===== src/design/msi_interrupt_translation_service_defines.svh =====
// Assertion macros for the interrupt translation service.
// Included by the top level; no other dependencies.
`ifndef MSI_INTERRUPT_TRANSLATION_SERVICE_DEFINES_SVH
`define MSI_INTERRUPT_TRANSLATION_SERVICE_DEFINES_SVH

// Same-cycle implication, disabled while reset is asserted
`define MSITS_ASSERT_SAME(label, clk, rst_n, ante, cons, msg) \
    label: assert property (@(posedge clk) disable iff (!(rst_n)) (ante) |-> (cons)) \
        else $error(msg);

// Next-cycle implication, disabled while reset is asserted
`define MSITS_ASSERT_NEXT(label, clk, rst_n, ante, cons, msg) \
    label: assert property (@(posedge clk) disable iff (!(rst_n)) (ante) |=> (cons)) \
        else $error(msg);

`endif


===== src/design/msits_pkg.sv =====
// Shared types and constants of the interrupt translation service.
// No dependencies; imported by the controller, datapath and top level.
`default_nettype none

package msits_pkg;

    localparam logic [3:0] OP_TRANSLATE  = 4'h0;
    localparam logic [3:0] OP_MOVI       = 4'h1;
    localparam logic [3:0] OP_SYNC       = 4'h5;
    localparam logic [3:0] OP_MAPD       = 4'h8;
    localparam logic [3:0] OP_MAPC       = 4'h9;
    localparam logic [3:0] OP_MAP_INTID  = 4'ha;
    localparam logic [3:0] OP_INV        = 4'hc;
    localparam logic [3:0] OP_INV_COLL   = 4'hd;
    localparam logic [3:0] OP_DROP_EVENT = 4'hf;

    localparam logic [2:0] STS_OK       = 3'd0;
    localparam logic [2:0] STS_DISABLED = 3'd1;
    localparam logic [2:0] STS_NODEV    = 3'd2;
    localparam logic [2:0] STS_RANGE    = 3'd3;
    localparam logic [2:0] STS_NOEVENT  = 3'd4;
    localparam logic [2:0] STS_NOCOL    = 3'd5;
    localparam logic [2:0] STS_BADOP    = 3'd6;

    typedef enum logic [2:0] {
        S_INIT,
        S_IDLE,
        S_DEV,
        S_EVT,
        S_COL,
        S_SWEEP,
        S_OUT
    } t_state;

    // Controller to datapath
    typedef struct packed {
        logic accept;
        logic dev_chk;
        logic col_rd;
        logic commit;
        logic cnt_clr;
        logic init_step;
        logic sweep_step;
        logic out_load;
    } t_cmd;

    // Datapath to controller
    typedef struct packed {
        logic init_last;
        logic sweep_last;
        logic mapd_go;
        logic out_free;
    } t_stat;

endpackage

`default_nettype wire


===== src/design/msits_ctrl.sv =====
// Sequencer of the interrupt translation service: clear, lookup chain, sweep, output.
// Depends on msits_pkg for the state, command and status types.
`default_nettype none

module msits_ctrl
    import msits_pkg::*;
(
    input  wire   i_clk,
    input  wire   i_rst_n,
    input  wire   i_in_valid,
    input  t_stat i_stat,
    output t_cmd  o_cmd,
    output logic  o_in_stall
);

    t_state r_state;
    t_state n_state;
    logic   ready;
    logic   accept;

    assign ready  = (r_state == S_IDLE) || ((r_state == S_OUT) && i_stat.out_free);
    assign accept = i_in_valid && ready;
    assign o_in_stall = !ready;

    always_ff @(posedge i_clk) begin
        if (!i_rst_n) begin
            r_state <= S_INIT;
        end else begin
            r_state <= n_state;
        end
    end

    always_comb begin
        n_state = r_state;
        case (r_state)
            S_INIT: begin
                if (i_stat.init_last) n_state = S_IDLE;
            end
            S_IDLE: begin
                if (accept) n_state = S_DEV;
            end
            S_DEV:  n_state = S_EVT;
            S_EVT:  n_state = S_COL;
            S_COL: begin
                n_state = i_stat.mapd_go ? S_SWEEP : S_OUT;
            end
            S_SWEEP: begin
                if (i_stat.sweep_last) n_state = S_OUT;
            end
            S_OUT: begin
                if (i_stat.out_free) n_state = accept ? S_DEV : S_IDLE;
            end
            default: n_state = S_INIT;
        endcase
    end

    always_comb begin
        o_cmd            = '0;
        o_cmd.accept     = accept;
        case (r_state)
            S_INIT:  o_cmd.init_step = 1'b1;
            S_DEV:   o_cmd.dev_chk = 1'b1;
            S_EVT:   o_cmd.col_rd = 1'b1;
            S_COL: begin
                o_cmd.commit  = 1'b1;
                o_cmd.cnt_clr = 1'b1;
            end
            S_SWEEP: o_cmd.sweep_step = 1'b1;
            S_OUT:   o_cmd.out_load = i_stat.out_free;
            default: ;
        endcase
    end

endmodule

`default_nettype wire


===== config.mk =====
export PLATFORM = sky130hd
export DESIGN_NAME = msits_ctrl
export DESIGN_NICKNAME = d
export VERILOG_FILES = /design/src/design/msi_interrupt_translation_service_defines.svh /design/src/design/msits_pkg.sv /design/src/design/msits_ctrl.sv
export SDC_FILE = /design/constraint.sdc
export NUM_CORES = 1
export LEC_CHECK = 0
export BUFFER_PORTS_ARGS = -buffer_cell sky130_fd_sc_hd__buf_2
export CORE_AREA = 2 2 39 41
export CTS_CLUSTER_SIZE = 10
export DETAILED_ROUTE_END_ITERATION = 8
export DIE_AREA = 0 0 41 43
export PLACE_DENSITY = 0.55
export SETUP_SLACK_MARGIN = 0.1
export SYNTH_ARGS = -nofsm -noshare
export SYNTH_HDL_FRONTEND = slang
export SYNTH_SLANG_ARGS = --single-unit

===== constraint.sdc =====
create_clock -name i_clk -period 1.4 [get_ports i_clk]
set_input_delay 0.14 -clock i_clk [delete_from_list [all_inputs] [get_ports i_clk]]
set_output_delay 0.14 -clock i_clk [all_outputs]
set_load 0.03 [all_outputs]

[Yosys cells after proc, flatten, opt, wreduce, memory -nomap -nowiden]
Cells that the tools add are included.
Word-level totals
  flip-flop bits (word level): 3
  bits in latches: 0
  memory bits (writable): 0
  memory bits (read-only): 0
  input port bits: 7
  logic and storage cells: 30
  memories: 0
Operators by class
  add/sub/neg operators: 0
  multipliers: 0
  div/mod/pow operators: 0
  order comparisons: 0
  equality and inequality tests: 10
  shift-type cells: 0
  multiplexer cells: 13
  bitwise logic cells: 0
  reductions and logical operators: 6
Operators by type and width (count)
  3-bit one-hot mux with 7 select lines: 1
  3-bit 2-to-1 mux: 4
  3-bit equality test (second input constant): 3
  2-bit inequality test (second input constant): 4
  3-bit by 2-bit equality test with 1-bit output (second input constant): 2
  2-bit 2-to-1 mux: 3
  1-bit 2-to-1 mux: 5
  4-bit AND reduction: 1
  3-bit by 1-bit equality test with 1-bit output (second input constant): 1
  3-bit logical NOT: 1
  1-bit logical AND: 2
  1-bit logical NOT: 1
  1-bit logical OR: 1

[Logic depth before layout (Yosys ltp)]
Gate-level depths: netlist of the first run.
  word-level depth: 7
  gate-level depth with buffers: 6

[Worst setup path after synthesis of the first run]
No wires, ideal clock.
  path type: flip-flop to output port
  start point: register r_state[2]
  end point: output o_cmd[7] (netlist name)
  arrival: 1.599 ns
  setup slack: -0.339 ns
  cell stages (with the launch flop): 7
  buffers on the path: 2
  cell sequence: dfxtp_1 > buf_6 > nor2b_1 > and3_1 > nor2_1 > nor2b_1 > buf_4
Between the ends
  word-level cells in the longest chain between the ends: 4
  elaborated cells on any way between the ends: 5
  those cells by class: 2 x eq/ne; 3 x reduce/logical
Ends and longest elaborated chain
  start, declared: RTL line msits_ctrl.sv:16  | t_state r_state;
  start signal, assigned: RTL line msits_ctrl.sv:29  | r_state <= n_state;
  3-bit equality test: RTL line msits_ctrl.sv:21  | assign ready = (r_state == S_IDLE) || ((r_state == S_OUT) && i_stat.out_free);
  1-bit logical AND: RTL line msits_ctrl.sv:21
  1-bit logical OR (*): RTL line msits_ctrl.sv:21
  1-bit logical AND (*): RTL line msits_ctrl.sv:22  | assign accept = i_in_valid && ready;
  end, declared: RTL line msits_ctrl.sv:12  | output t_cmd o_cmd,
Every way passes the cells marked *; elsewhere a longest branch is shown, timed or not.

==> results.toml, run 1 <==
[pwr]
p_switching_mw = 0.421
leakage_nw = 0.238
p_int_mw = 0.518
power.share.clock_pct = 15.7
p_sw_share_pct = 44.8
power_frac_seq_pct = 19.9
power_density_nw_per_um2 = 1760
ir_worst_vdd_mv = 0.890
combPwrFrac_pct = 64.4

[setup_path]
reg2reg_to = "r_state[1]"
reg2reg_from = "r_state[0]"
path_class = "reg2out"
reg2reg_slack_ns = 0.24
arrival_ns = 1.21
worstPathRequired_ns = 1.26
crit_fanout = 4
end_kind = "primary output"
startpoint_type = "register"
reg2reg_depth = 4

[routing]
routed_wl_um = 774
wl_per_cell_um = 10.1
first_pass_iters = 6
drt_iter0_drc = 4
viasPerCell = 4.51
postRouteAntennaNets = 0
num_vias = 347
drc = 0

[job]
drv_cap = 0

[sta]
fmax_mhz = 743
relSlewSlack_pct = 83.7
setup_violations = 0
fin_setup_tns_ns = 0
finalWorstSetupSlack_ns = 0.0544
slew_violations = 0
final-hold-violation-count = 0
period_share_pct = 96.1
worstMarginPinSlew_ns = 0.244
rsz0062_at_grt = "yes"
fin_worst_skew_ns = 0.00219
fin_crit_ns = 1.35

[global_routing]
grt_remaining_overflow = 0
grt_pass1_vias = 296
grt_usage_pct = 10.0
antenna_found_initial = 0
grt_max_degree = 9
grt_pass1_wl_um = 1190

[layout]
largest_register_ffs = 3
final_cell_count_no_fill = 77
final_nets = 69
drive_above_1_share_pct = 67.2
antenna_cells = 0
largest_registers = "r_state: 3 flops"
largest_register = "r_state"
area.growth.synth_to_final_pct = 76.4

[logic_synthesis]
ys.flop_type = "dfxtp_1"
synth_top_cell_area_share_pct = 19.8
synth_nets = 47
yosysTopAreaCell = "dfxtp_1"
async_flop_share_pct = 0
synth_edf_count = 0
synth_area_per_cell_um2 = 7.57
syn_area_um2 = 303
yosysSeqAreaShare_pct = 19.8
ys_ff_latch = 3
ys_types = 23
yosys-top-cells-count = "buf_4 (4), nor2_1 (4), nor2b_1 (4)"
yosys_warnings = 0
syn_inst = 40
ys_top_cells_by_area = "dfxtp_1 (20%), buf_4 (9.9%), nor2b_1 (8.3%), a21oi_1 (5.0%), nor2_1 (5.0%)"

[clock_network]
cts_max_level = 1
cts_root_buf = "clkbuf_4"
numCtsBuffers = 3
path_clk_slew_ns = 0.03
clkSinkCount = 3
insertion_delay_ns = 0.23
cts_tree = "built"
clk_path_buf_depth = 2
hold_buffers = 0

[hold_path]
whs_path_depth = 2
whs_endpoint = "r_state[2]"
worstHoldStart = "i_rst_n"
holdCritPathClass = "in2reg"

[placed_design]
dpl_worst_slack_ns = 0.117
dpl.hpwl_um = 571
gp_congestion = 0.706
post-place-cells = 71
port_buffers = 15

[die]
io_pins = 16
fp.dieH_um = 43
die_w_um = 41
die_area_um2 = 1760
rows = 14
start_util_pct = 21.9
coreArea_um2 = 1380

[outcome]
status = "completed"
[metrics by stage]
| stage | total power [mW] | cell area (um2) | hold WS (ns) | utilization, % |
|---|---|---|---|---|
| 5_1_grt | 1.01 | 534 | 0.167 | 38.6 |
| 3_3_place_gp | 0.666 | 417 | 0.417 | 30.1 |
| 4_1_cts | 0.886 | 498 | 0.161 | 36.0 |
| 3_5_place_dp | 0.661 | 417 | 0.405 | 30.1 |
| 2_1_floorplan | 0.547 | 325 | 0.258 | - |
| 6_report | 0.938 | 534 | 0.175 | 38.6 |
[area by class of cell]
cell class / instances / area [um2]
Fill cell: 151 / 850
Multi-Input combinational cell: 30 / 248
Timing Repair Buffer: 22 / 159
Sequential cell: 3 / 71.3
Clock buffer: 4 / 26.3
Tap cell: 16 / 20.0
Inverter: 2 / 10.0
[cell usage in the layout, fill, tap and decap left out, drive strengths merged, types with 3 or more instances in the layout]
cell type,synthesis,routed
nor2b,4,4
a21oi,3,3
dfxtp,3,3
clkbuf,0,4
nor3,3,3
nor2,4,4
buf,5,22
[critical path: stages, from the launching register on]
cell and delay, ns:
dfxtp_4 0.35, nor2b_4 0.14, and3_4 0.19, nor2_4 0.03, nor2b_1 0.10, buf_4 0.16
[routing by layer]
metal	vias to the layer above	share of wire [%]	GRT usage, %
met5	-	0	0
met4	0	0	2.00
met3	0	5.9	6.28
met2	11	48	13.1
met1	157	46	13.8
li1	179	-	-
[worst max-delay path by stage]
stage                     cells past startpoint        from         end
after floorplan                               4  r_state[1]  r_state[0]
after global placement                        4  r_state[0]  r_state[1]
after detailed placement                      5  r_state[2]    o_cmd[7]
after CTS                                     5  r_state[2]    o_cmd[7]
after global routing                          5  r_state[2]    o_cmd[7]
final                                         5  r_state[2]    o_cmd[7]
[cells by family (layout without fill, tap and decap cells)]
family	count (synthesis)	count (layout)	share of synthesized area, %
DFF	3	3	19.8
AOI/OAI and AO/OA	11	11	27.3
buffers and inverters	7	28	16.1
and+or+nand+nor	19	19	36.8
[power groups by stage]
stage / Combinational (mW) / Sequential [mW] / Clock, mW
global route: 0.651 / 0.192 / 0.167
finish: 0.604 / 0.187 / 0.148
floorplan: 0.420 / 0.127 / 0
detailed placement: 0.500 / 0.161 / 0
global placement: 0.504 / 0.162 / 0
CTS: 0.557 / 0.171 / 0.158
[what timing repair did]
action                     CTS  global route
resized for setup           16            12
setup endpoints to repair    9             9
buffers inserted             2             0
pin swaps                    1             1
No activity file was read; power rests on OpenSTA's default activity.
==> inputs of run 2 (changes only) <==
--- a/config.mk
+++ b/config.mk
@@ -5,12 +5,12 @@
 export SDC_FILE = /design/constraint.sdc
 export NUM_CORES = 1
 export LEC_CHECK = 0
-export BUFFER_PORTS_ARGS = -buffer_cell sky130_fd_sc_hd__buf_2
 export CORE_AREA = 2 2 39 41
 export CTS_CLUSTER_SIZE = 10
 export DETAILED_ROUTE_END_ITERATION = 8
 export DIE_AREA = 0 0 41 43
-export PLACE_DENSITY = 0.55
+export DONT_BUFFER_PORTS = 1
+export PLACE_DENSITY = 0.45
 export SETUP_SLACK_MARGIN = 0.1
 export SYNTH_ARGS = -nofsm -noshare
 export SYNTH_HDL_FRONTEND = slang
==> run 2 against run 1 <==
  * Cell count decreased by 12%
  * Sequential share of layout area increased by 0.65 points
  * Global-route usage increased by 0.69 points
  * Combinational power decreased by 2%
  * Final area decreased by 8.0%
  * Clock skew decreased by 0.0012 ns
  * Clock power increased by 5%
  * Power decreased by 1.3%
  * Count of clock-buffer cells in the layout unchanged
  * Via count decreased by 6.6%
  * First-iteration DRC count increased by 130%
  * Maximum frequency increased by 0.27%
  * Largest power group unchanged
==> results.toml, run 2 (same netlist as run 1, synthesis figures left out) <==
[sta]
fmax_mhz = 745
setup_violations = 0
fin_worst_skew_ns = 0.000992
rsz0062_at_grt = "yes"
relSlewSlack_pct = 82.0
worstMarginPinSlew_ns = 0.270
final-hold-violation-count = 0
finalWorstSetupSlack_ns = 0.0581
fin_crit_ns = 1.34
fin_setup_tns_ns = 0
period_share_pct = 95.9
slew_violations = 0

[pwr]
ir_worst_vdd_mv = 0.659
power_frac_seq_pct = 19.2
p_sw_share_pct = 45.6
power_density_nw_per_um2 = 1880
combPwrFrac_pct = 64.1
p_switching_mw = 0.422
leakage_nw = 0.200
p_int_mw = 0.504
power.share.clock_pct = 16.7

[routing]
first_pass_iters = 2
routed_wl_um = 824
num_vias = 324
viasPerCell = 4.76
drc = 0
postRouteAntennaNets = 0
drt_iter0_drc = 9
wl_per_cell_um = 12.1

[layout]
largest_register = "r_state"
fin_area_um2 = 492
final_common_cell = "buf_4"
drive_above_1_share_pct = 61.5
finish.utilization_pct = 35.5
largest_registers = "r_state: 3 flops"
antenna_cells = 0
final_cell_mix = "buf_4 (9), nor2b_1 (3), a21oi_1 (3), clkbuf_4 (3)"
largest_register_ffs = 3
final_nets = 60
area.growth.synth_to_final_pct = 62.4

[setup_path]
crit_fanout = 5
reg2reg_to = "r_state[1]"
arrival_ns = 1.20
reg2reg_slack_ns = 0.22
worstPathRequired_ns = 1.26
reg2reg_from = "r_state[2]"
reg2reg_depth = 5
slowest_stage = "dfxtp_4"
startpoint_type = "register"
end_kind = "primary output"
crit_chain = "nor2b_4, and3_4, nor2_4, nor2b_1, buf_4"
crit_path_max_incr_delay_ns = 0.37
path_class = "reg2out"

[die]
die_w_um = 41
die_area_um2 = 1760
rows = 14
start_util_pct = 21.9
coreArea_um2 = 1380
io_pins = 16
fp.dieH_um = 43

[hold_path]
holdCritPathClass = "in2reg"
whs_path_depth = 1
whs_endpoint = "r_state[2]"
worstHoldStart = "i_rst_n"

[clock_network]
cts_max_level = 1
numCtsBuffers = 3
clkSinkCount = 3
clk_path_buf_depth = 2
cts_tree = "built"
path_clk_slew_ns = 0.04
insertion_delay_ns = 0.23
cts_root_buf = "clkbuf_4"

[placed_design]
dpl.hpwl_um = 612
port_buffers = 0
place_area_um2 = 399
dpl_worst_slack_ns = 0.144
gp_congestion = 0.777

[global_routing]
grt_max_degree = 10
grt_pass1_vias = 330
grt_pass1_wl_um = 1260
grt_remaining_overflow = 0
antenna_found_initial = 0
grt_usage_pct = 10.7

[outcome]
status = "completed"

[job]
drv_cap = 0
run 2: how the worst max path moves through the flow:
stage / start / slack (ns) / to / cells after the start
floorplan: r_state[1] / 0.01 / r_state[0] / 4
global placement: r_state[1] / 0.18 / o_cmd[7] / 5
detailed placement: r_state[1] / 0.14 / o_cmd[7] / 5
CTS: r_state[0] / 0.04 / o_cmd[7] / 5
global route: r_state[0] / -0.02 / o_cmd[7] / 5
finish: r_state[0] / 0.06 / o_cmd[7] / 5
run 2: what timing repair did:
action                                 4_1_cts  5_1_grt
setup buffers                                1        1
pin swaps                                    3        1
hold buffers                                 0        0
endpoints found under the hold margin        0        0
resized for setup                           12        4
setup endpoints to repair                    7        9
cloned                                       0        0
run 2: critical path: cells and delay by family, from the launching register on:
kind	cells	cell delay [ns]
DFF	1	0.37
and+or+nand+nor	4	0.43
buffers and inverters	1	0.16
run 2: power by group through the flow:
stage	logic [mW]	clock network (mW)	registers (mW)
after floorplan	0.420	0	0.127
after global placement	0.508	0	0.159
after detailed placement	0.513	0	0.157
after CTS	0.576	0.164	0.181
after global routing	0.635	0.173	0.183
final	0.594	0.155	0.178
run 2: through the flow:
stage | hold slack [ns] | power (mW) | std cells
after floorplan | 0.258 | 0.547 | 40
after global placement | 0.276 | 0.667 | 62
after detailed placement | 0.271 | 0.670 | 62
after CTS | 0.0265 | 0.921 | 67
after global routing | 0.0176 | 0.991 | 68
final | 0.0246 | 0.926 | 68
run 2: final cells by class:
type | instances | area (um2)
well taps | 16 | 20.0
flip-flops and latches | 3 | 68.8
repair buffers | 13 | 115
inverters | 2 | 7.51
clock buffers | 4 | 26.3
fillers | 160 | 892
multi-input cells | 30 | 254
run 2: routing by layer:
layer  up-vias  track usage (%)  part of all wire, %
met5         -                0                    0
met4         0             6.00                    0
met3         0             5.24                  9.1
met2        15             14.7                   49
met1       147             13.1                   41
li1        162                -                    -
